### config.mk
export PLATFORM = sky130hd
export DESIGN_NAME = multi_stack_shared_array
export DESIGN_NICKNAME = d
export VERILOG_FILES = /design/src/rtl/mssa_pkg.sv /design/src/rtl/mssa_ram.sv /design/src/rtl/mssa_ctrl.sv /design/src/rtl/mssa_dp.sv /design/src/rtl/multi_stack_shared_array.sv
export SDC_FILE = /design/constraint.sdc
export NUM_CORES = 1
export LEC_CHECK = 0
export BUFFER_PORTS_ARGS = -buffer_cell sky130_fd_sc_hd__buf_4
export CAP_MARGIN = 20
export CORE_MARGIN = 2
export CORE_UTILIZATION = 60
export CTS_BUF_LIST = sky130_fd_sc_hd__clkbuf_8
export DETAILED_ROUTE_END_ITERATION = 16
export PLACE_DENSITY = 0.88
export SYNTH_ARGS = -nofsm -noshare
export SYNTH_HDL_FRONTEND = slang
export SYNTH_SLANG_ARGS = --single-unit
### constraint.sdc
create_clock -name clock -period 9.8 [get_ports clock]
set_input_delay 1.96 -clock clock [delete_from_list [all_inputs] [get_ports clock]]
set_output_delay 1.96 -clock clock [all_outputs]
set_load 0.01 [all_outputs]
### src/rtl/mssa_pkg.sv
// ----------------------------------------------------------------------------
// mssa_pkg
// Shared types and constants for the multi-stack shared array block.
// ----------------------------------------------------------------------------
package mssa_pkg;

   localparam int NUM_STACKS_DEF  = 4;
   localparam int NUM_ENTRIES_DEF = 8;

   typedef enum logic {
      ACTION_PUSH = 1'b0,
      ACTION_POP  = 1'b1
   } action_type;

   typedef enum logic [1:0] {
      STATUS_DONE      = 2'd0,
      STATUS_OVERFLOW  = 2'd1,
      STATUS_UNDERFLOW = 2'd2
   } status_type;

   typedef struct packed {
      action_type         action;
      logic [1:0]         stack_id;
      logic signed [31:0] value;
   } req_type;

   typedef struct packed {
      status_type         status;
      logic signed [31:0] popped_value;
   } rsp_type;

   // controller -> datapath
   typedef struct packed {
      logic clear_en;   // reset pass over link and top stores
      logic accept;     // latch the incoming request
      logic fetch;      // read stack top (and free-head link)
      logic walk;       // pop: read link and data at the top entry
      logic exec;       // update stores, produce response
   } ctl_cmd_type;

   // datapath -> controller
   typedef struct packed {
      logic clear_last;
      logic is_pop;
   } dp_stat_type;

endpackage

### src/rtl/mssa_ram.sv
// ----------------------------------------------------------------------------
// mssa_ram
// Generic single-write, single-read RAM with registered read data.
// ----------------------------------------------------------------------------
module mssa_ram #(
   parameter int WIDTH = 32,
   parameter int DEPTH = 8
) (
   input  logic                                  clock,
   input  logic                                  we,
   input  logic [(DEPTH > 1 ? $clog2(DEPTH) : 1)-1:0] waddr,
   input  logic [WIDTH-1:0]                      wdata,
   input  logic                                  re,
   input  logic [(DEPTH > 1 ? $clog2(DEPTH) : 1)-1:0] raddr,
   output logic [WIDTH-1:0]                      rdata
);

   logic [WIDTH-1:0] mem_ff [DEPTH];
   logic [WIDTH-1:0] rdata_ff;

   always_ff @(posedge clock) begin
      if (we) begin
         mem_ff[waddr] <= wdata;
      end
      if (re) begin
         rdata_ff <= mem_ff[raddr];
      end
   end

   assign rdata = rdata_ff;

endmodule

### src/rtl/mssa_ctrl.sv
// ----------------------------------------------------------------------------
// mssa_ctrl
// Sequencer: reset clearing pass, then fetch / walk / execute per request.
// ----------------------------------------------------------------------------
module mssa_ctrl
   import mssa_pkg::*;
(
   input  logic        clock,
   input  logic        reset,
   input  logic        start,
   output logic        busy,
   input  dp_stat_type dp_stat,
   output ctl_cmd_type cmd
);

   typedef enum logic [2:0] {
      ST_CLEAR,
      ST_IDLE,
      ST_FETCH,
      ST_WALK,
      ST_EXEC
   } state_type;

   state_type state_ff;
   logic      busy_ff;

   always_ff @(posedge clock) begin
      if (reset) begin
         state_ff <= ST_CLEAR;
         busy_ff  <= 1'b1;
      end else begin
         case (state_ff)
            ST_CLEAR: begin
               if (dp_stat.clear_last) begin
                  state_ff <= ST_IDLE;
                  busy_ff  <= 1'b0;
               end
            end
            ST_IDLE: begin
               if (start) begin
                  state_ff <= ST_FETCH;
                  busy_ff  <= 1'b1;
               end
            end
            ST_FETCH: begin
               state_ff <= dp_stat.is_pop ? ST_WALK : ST_EXEC;
            end
            ST_WALK: begin
               state_ff <= ST_EXEC;
            end
            ST_EXEC: begin
               state_ff <= ST_IDLE;
               busy_ff  <= 1'b0;
            end
            default: begin
               state_ff <= ST_CLEAR;
               busy_ff  <= 1'b1;
            end
         endcase
      end
   end

   always_comb begin
      cmd          = '0;
      cmd.clear_en = (state_ff == ST_CLEAR);
      cmd.accept   = (state_ff == ST_IDLE) && start;
      cmd.fetch    = (state_ff == ST_FETCH);
      cmd.walk     = (state_ff == ST_WALK);
      cmd.exec     = (state_ff == ST_EXEC);
   end

   assign busy = busy_ff;

endmodule

### src/rtl/mssa_dp.sv
// ----------------------------------------------------------------------------
// mssa_dp
// Datapath: data, link and top stores, free-list head, response register.
// ----------------------------------------------------------------------------
module mssa_dp
   import mssa_pkg::*;
#(
   parameter int NUM_STACKS  = NUM_STACKS_DEF,
   parameter int NUM_ENTRIES = NUM_ENTRIES_DEF
) (
   input  logic        clock,
   input  logic        reset,
   input  req_type     req_data,
   input  ctl_cmd_type cmd,
   output dp_stat_type dp_stat,
   output logic        rsp_valid,
   output rsp_type     rsp_data
);

   localparam int PTR_W    = $clog2(NUM_ENTRIES + 1);      // holds the end mark
   localparam int IDX_W    = $clog2(NUM_ENTRIES);
   localparam int STACK_AW = (NUM_STACKS > 1) ? $clog2(NUM_STACKS) : 1;
   localparam int CLR_N    = (NUM_ENTRIES > NUM_STACKS) ? NUM_ENTRIES : NUM_STACKS;
   localparam int CNT_W    = (CLR_N > 1) ? $clog2(CLR_N) : 1;
   localparam logic [PTR_W-1:0] END_MARK = PTR_W'(NUM_ENTRIES);

   req_type          req_ff;
   logic [PTR_W-1:0] head_ff, head_in;
   logic [CNT_W-1:0] clr_cnt_ff;
   logic             rsp_valid_ff;
   rsp_type          rsp_ff, rsp_in;

   logic [PTR_W-1:0]    top_rd, link_rd;
   logic [31:0]         data_rd;
   logic                sid_ok, head_ok, top_ok, is_pop;
   logic [STACK_AW-1:0] sid_addr;
   logic [IDX_W-1:0]    head_idx, top_idx;
   logic                push_ok, pop_ok;
   logic                clr_link, clr_top;

   logic                top_we, link_we, data_we, link_re;
   logic [STACK_AW-1:0] top_waddr;
   logic [PTR_W-1:0]    top_wdata, link_wdata;
   logic [IDX_W-1:0]    link_waddr, link_raddr;

   always_comb begin
      is_pop   = (req_ff.action == ACTION_POP);
      sid_ok   = (int'(req_ff.stack_id) < NUM_STACKS);
      sid_addr = sid_ok ? STACK_AW'(req_ff.stack_id) : '0;
      head_ok  = (head_ff < END_MARK);
      head_idx = head_ok ? IDX_W'(head_ff) : '0;
      top_ok   = (top_rd < END_MARK);
      top_idx  = top_ok ? IDX_W'(top_rd) : '0;
      push_ok  = cmd.exec && !is_pop && sid_ok && head_ok;
      pop_ok   = cmd.exec && is_pop && sid_ok && top_ok;
      clr_link = cmd.clear_en && ({1'b0, clr_cnt_ff} < (CNT_W + 1)'(NUM_ENTRIES));
      clr_top  = cmd.clear_en && ({1'b0, clr_cnt_ff} < (CNT_W + 1)'(NUM_STACKS));
   end

   // store write muxing: clearing pass, push, pop
   always_comb begin
      top_we     = clr_top || push_ok || pop_ok;
      top_waddr  = cmd.clear_en ? STACK_AW'(clr_cnt_ff) : sid_addr;
      top_wdata  = cmd.clear_en ? END_MARK : (push_ok ? head_ff : link_rd);

      link_we    = clr_link || push_ok || pop_ok;
      link_waddr = cmd.clear_en ? IDX_W'(clr_cnt_ff) : (push_ok ? head_idx : top_idx);
      link_wdata = cmd.clear_en ? (PTR_W'(clr_cnt_ff) + PTR_W'(1))
                                : (push_ok ? top_rd : head_ff);
      link_re    = cmd.fetch || cmd.walk;
      link_raddr = cmd.walk ? top_idx : head_idx;

      data_we    = push_ok;
   end

   always_comb begin
      head_in = head_ff;
      if (push_ok) begin
         head_in = link_rd;
      end else if (pop_ok) begin
         head_in = top_rd;
      end

      rsp_in = '0;
      if (!is_pop) begin
         rsp_in.status = push_ok ? STATUS_DONE : STATUS_OVERFLOW;
      end else if (sid_ok && top_ok) begin
         rsp_in.status       = STATUS_DONE;
         rsp_in.popped_value = data_rd;
      end else begin
         rsp_in.status       = STATUS_UNDERFLOW;
         rsp_in.popped_value = '1;
      end
   end

   always_ff @(posedge clock) begin
      if (reset) begin
         head_ff      <= '0;
         clr_cnt_ff   <= '0;
         rsp_valid_ff <= 1'b0;
      end else begin
         head_ff      <= head_in;
         rsp_valid_ff <= cmd.exec;
         if (cmd.clear_en) begin
            clr_cnt_ff <= clr_cnt_ff + CNT_W'(1);
         end
      end
   end

   always_ff @(posedge clock) begin
      if (cmd.accept) begin
         req_ff <= req_data;
      end
      if (cmd.exec) begin
         rsp_ff <= rsp_in;
      end
   end

   mssa_ram #(.WIDTH(PTR_W), .DEPTH(NUM_STACKS)) u_top_ram (
      .clock (clock),
      .we    (top_we),
      .waddr (top_waddr),
      .wdata (top_wdata),
      .re    (cmd.fetch),
      .raddr (sid_addr),
      .rdata (top_rd)
   );

   mssa_ram #(.WIDTH(PTR_W), .DEPTH(NUM_ENTRIES)) u_link_ram (
      .clock (clock),
      .we    (link_we),
      .waddr (link_waddr),
      .wdata (link_wdata),
      .re    (link_re),
      .raddr (link_raddr),
      .rdata (link_rd)
   );

   mssa_ram #(.WIDTH(32), .DEPTH(NUM_ENTRIES)) u_data_ram (
      .clock (clock),
      .we    (data_we),
      .waddr (head_idx),
      .wdata (req_ff.value),
      .re    (cmd.walk),
      .raddr (top_idx),
      .rdata (data_rd)
   );

   assign dp_stat.clear_last = (clr_cnt_ff == CNT_W'(CLR_N - 1));
   assign dp_stat.is_pop     = is_pop;
   assign rsp_valid          = rsp_valid_ff;
   assign rsp_data           = rsp_ff;

endmodule

### src/rtl/multi_stack_shared_array.sv
// ----------------------------------------------------------------------------
// multi_stack_shared_array
// Several LIFO stacks sharing one entry pool, unused entries on a free list.
// ----------------------------------------------------------------------------
// Usage:
//   Requests: drive req_data (action, stack_id, value) and raise start; the
//   request is taken at a clock edge where start is high and busy is low.
//   Push takes the free-list head entry, pop returns the top entry to the
//   free list.
//   Responses: rsp_data (status, popped_value) is valid for exactly one cycle
//   while rsp_valid is high. The receiver cannot stall; it must take it.
//   Sequencing: a push steps through FETCH and EXEC, a pop through FETCH,
//   WALK and EXEC; the response is registered from EXEC. The next request
//   can be taken in the response cycle. The pop needs WALK because the link and
//   data reads are addressed by the top pointer, itself a registered RAM read.
//   Reset: synchronous. Afterward a clearing pass writes the link store
//   (entry i -> i+1) and the top store (all empty), one entry per cycle;
//   busy stays high during that pass.
//   Overflow (pool full / bad stack) and underflow (empty / bad stack) leave
//   all state untouched.
// ----------------------------------------------------------------------------
module multi_stack_shared_array
   import mssa_pkg::*;
#(
   parameter int NUM_STACKS  = NUM_STACKS_DEF,
   parameter int NUM_ENTRIES = NUM_ENTRIES_DEF
) (
   input  logic    clock,
   input  logic    reset,
   input  logic    start,
   output logic    busy,
   input  req_type req_data,
   output logic    rsp_valid,
   output rsp_type rsp_data
);

   ctl_cmd_type cmd;
   dp_stat_type dp_stat;

   // sequencer: owns busy and steps each request through its read phases
   mssa_ctrl u_ctrl (
      .clock   (clock),
      .reset   (reset),
      .start   (start),
      .busy    (busy),
      .dp_stat (dp_stat),
      .cmd     (cmd)
   );

   // stores, free-list head and the response register
   mssa_dp #(
      .NUM_STACKS  (NUM_STACKS),
      .NUM_ENTRIES (NUM_ENTRIES)
   ) u_dp (
      .clock     (clock),
      .reset     (reset),
      .req_data  (req_data),
      .cmd       (cmd),
      .dp_stat   (dp_stat),
      .rsp_valid (rsp_valid),
      .rsp_data  (rsp_data)
   );

endmodule

==> impl_results.md <==
* Via count at 8473
* Largest net degree at the start of global routing at 68
* Root Driver: clkbuf_8
* Crit. End Element: register
* Area Growth Syn to Fin at 12.58%
* Slew headroom at 0.4133
* CP Data Arrival Time at 3.80 ns
* CTS-repair resized insts at 0
* Synthesized Nets at 884
* CP max FO at 47
* Asr flop ratio synth at 0
* Worst-Skew Late Latency at 0.61 ns
* Avg Vias per Cell at 6.375
* Main flop type after synthesis: edfxtp_1
* Clock Skews at 0.02788 ns
* Max VDD drop at 0.1608 mV
* Layout Utilization at 0.6917
* Detail Route Antenna Nets at 0
* Postcts setup bufs at 0
* Required time of the critical path at 10.22 ns
* TritonCTS buffer count at 61
* Area share of the largest cell type after synthesis at 0.7702
* CP startpoint kind: register
* Synthesized area at 16100 um2
* RSZ-0062 raised after global routing: false
* Reg2reg start: u_dp.u_top_ram.rdata[3]
* R2R depth at 7
* Max_cap viols at 0
* Mapped Cells at 844
* Number of synthesized register bits at 425
* Crit-path cells: buf_4 > nor2b_4 > buf_4 > mux2i_4 > mux2i_1 > a22o_1 > a221oi_1
* Slew @ Worst Pin at 0.8708 ns
* Register-to-register path setup slack at 6.42 ns
* XOR/XNOR Fraction of Synth Area at 0.0005439
* Synth cell count leaders: edfxtp_1, mux2i_1, clkbuf_1
* Max-slew violation count at 0
* Initial antenna violation count at 0
* Synth Area in Compound Gates at 0.08105
* Worst-path clk slew at 0.06 ns
* Starting Density at 0.6144
* Mux contribution to synthesized area at 0.08346
* H-Tree Level Count at 2
* Nets at 987
* Leak Pwr at 6.293 nW
* Antenna Diode Count at 0
* Largest family of logic cells by synthesized area: multiplexers
* HP Class: reg2reg
* Final Hold Fails at 0
* CP peak stage delay at 0.76 ns
* Pwr dens at 179.5 nW/um2
* EDFF count, synth at 413
* Yosys top cell by area: edfxtp_1
* Most frequent CP cell: buf_4
* Top-count cell post-synth: edfxtp_1
* Iter 0 DRT Violations at 960
* Dpl hpwl at 18.08 mm
* Final Critical Period at 3.381 ns
* Status: finished, final reports clean
* Synth area leaders: edfxtp_1, mux4_2, mux2i_1
* Grt ovf at 0
* Number of global-route vias before repair at 8731
* CP startpoint: u_dp.u_top_ram.rdata[3]
* Die X at 167.8 um
* Synth Area in Simple Gates at 0.03170
* Setup TNS at 0 ns
* First-pass GRT wire length at 50.00 mm
* Routed wire per std cell at 24.77 um
* Adder-cell share of the synthesized area at 0.001554
* Worst Setup EP: u_dp.u_link_ram.rdata[3]
* Port bufs at 73
* # setup viols final at 0
* Top-Level Pins at 74
* Final period util at 0.3450
* Avg Cell Area, Syn at 19.08 um2
* Clock sink count at 425
* Gr usage total at 0.2380
* Final Wtd Congestion at 0.8814
* CTS tree: done
* Routed Wire Length at 32.91 mm
* FP Rows at 59
* Hold-fix buffers at CTS at 0
* Die H at 167.8 um
* Seq/Total Area, Yosys at 0.7851
* Drt pass-1 iters at 6
* Core Footprint at 26210 um2
* Type of the worst setup path: reg2reg
* Warnings, synthesis at 0
* F_max at 295.8 MHz
* Drt drc at 0
* Worst path slowest cell: buf_4
* Netlist cell types at 52
* CTS max path bufs at 3
* Layout cell share with drive strength beyond 1 at 0.2183
* Die area at 28160 um2
* Reg2reg end: u_dp.u_link_ram.rdata[3]
==> sequential cells by signal (all words and copies together) (netlist names) <==
| name | count |
|---|---|
| u_ctrl.busy | 1 |
| u_ctrl.state_ff | 3 |
| u_dp.clr_cnt_ff | 3 |
| u_dp.head_ff | 4 |
| u_dp.is_pop | 1 |
| u_dp.req_ff | 32 |
| u_dp.rsp_data | 34 |
| u_dp.rsp_valid | 1 |
| u_dp.sid_addr | 2 |
| u_dp.u_data_ram.mem_ff | 256 |
| u_dp.u_data_ram.rdata | 32 |
| u_dp.u_link_ram.mem_ff | 32 |
| u_dp.u_link_ram.rdata | 4 |
| u_dp.u_top_ram.mem_ff | 16 |
| u_dp.u_top_ram.rdata | 4 |
==> cells in the final DEF, fill, tap and decap left out, drive strengths merged, types with 5 or more instances in the layout <==
master,Yosys,final
nand2,29,29
dfxtp,12,12
nor3,8,8
a21o,32,32
clkinv,0,19
nor2b,7,7
a221oi,36,36
mux2i,52,52
o21a,32,32
inv,5,35
nor2,27,27
a21oi,12,12
clkbuf,39,61
o21ai,5,5
mux4,36,36
buf,15,94
nand2b,7,7
edfxtp,413,413
a211oi,32,32
nand3,5,5
==> critical path: cells and delay by family (launching register included) <==
family / cells / cell delay, ns
multiplexers: 2 / 0.60
buffers and inverters: 2 / 1.08
AO/OA/AOI/OAI: 2 / 0.45
flip-flops: 1 / 0.37
AND/OR/NAND/NOR: 1 / 0.67
==> metrics by stage <==
| stage | hold slack [ns] | worst slack [ns] | cell area (um2) | power (W) | std cells |
|---|---|---|---|---|---|
| floorplan | 0.4660 | 4.919 | 16100 | 0.002057 | 844 |
| global placement | 0.4727 | 6.496 | 17030 | 0.002078 | 1216 |
| detailed placement | 0.4817 | 6.351 | 17050 | 0.002082 | 1217 |
| CTS | 0.4961 | 6.378 | 18100 | 0.003271 | 1327 |
| global route | 0.5376 | 6.080 | 18130 | 0.003356 | 1329 |
| finish | 0.4995 | 6.419 | 18130 | 0.003253 | 1329 |
==> metal layers <==
layer | global-route usage | part of all wire
met1 | 0.3185 | 0.38
met2 | 0.3980 | 0.51
met3 | 0.03902 | 0.090
met4 | 0.09603 | 0.025
met5 | 0 | 0
==> report_power, final <==
part	internal [W]	switching [W]	leakage, nW
combinational	0.0000217	0.0000266	1.83
sequential	0.00199	0.00000655	3.82
clock	0.000580	0.000628	0.640
total	0.00259	0.000662	6.29
==> logic make-up after synthesis <==
family | Yosys count
adder cells (fa/ha/maj) | 2
AND/OR/NAND/NOR | 99
XOR/XNOR | 1
buffers and inverters | 59
AO/OA/AOI/OAI | 170
flip-flops | 425
multiplexers | 88
==> worst min path at each step <==
stage / endpoint / slack (ns) / startpoint / depth (start not counted)
final: u_ctrl.busy / 0.50 / u_ctrl.busy / 2
after global routing: u_dp.clr_cnt_ff[1] / 0.54 / u_dp.clr_cnt_ff[1] / 2
after CTS: u_dp.clr_cnt_ff[1] / 0.50 / u_dp.clr_cnt_ff[1] / 2
after detailed placement: u_ctrl.busy / 0.48 / u_ctrl.busy / 2
after global placement: u_ctrl.busy / 0.47 / u_ctrl.busy / 2
after floorplan: u_dp.clr_cnt_ff[1] / 0.47 / u_dp.clr_cnt_ff[1] / 2
==> layout make-up <==
cell class,instances,area (um2)
sequential,425,12640
fill,1552,8079
multi-input combinational,360,3267
clock buffer,61,839.6
timing repair buffer,94,728.2
tap,335,419.2
clock inverter,49,212.7
inverter,5,18.77
(Power assumes the default switching activity.)
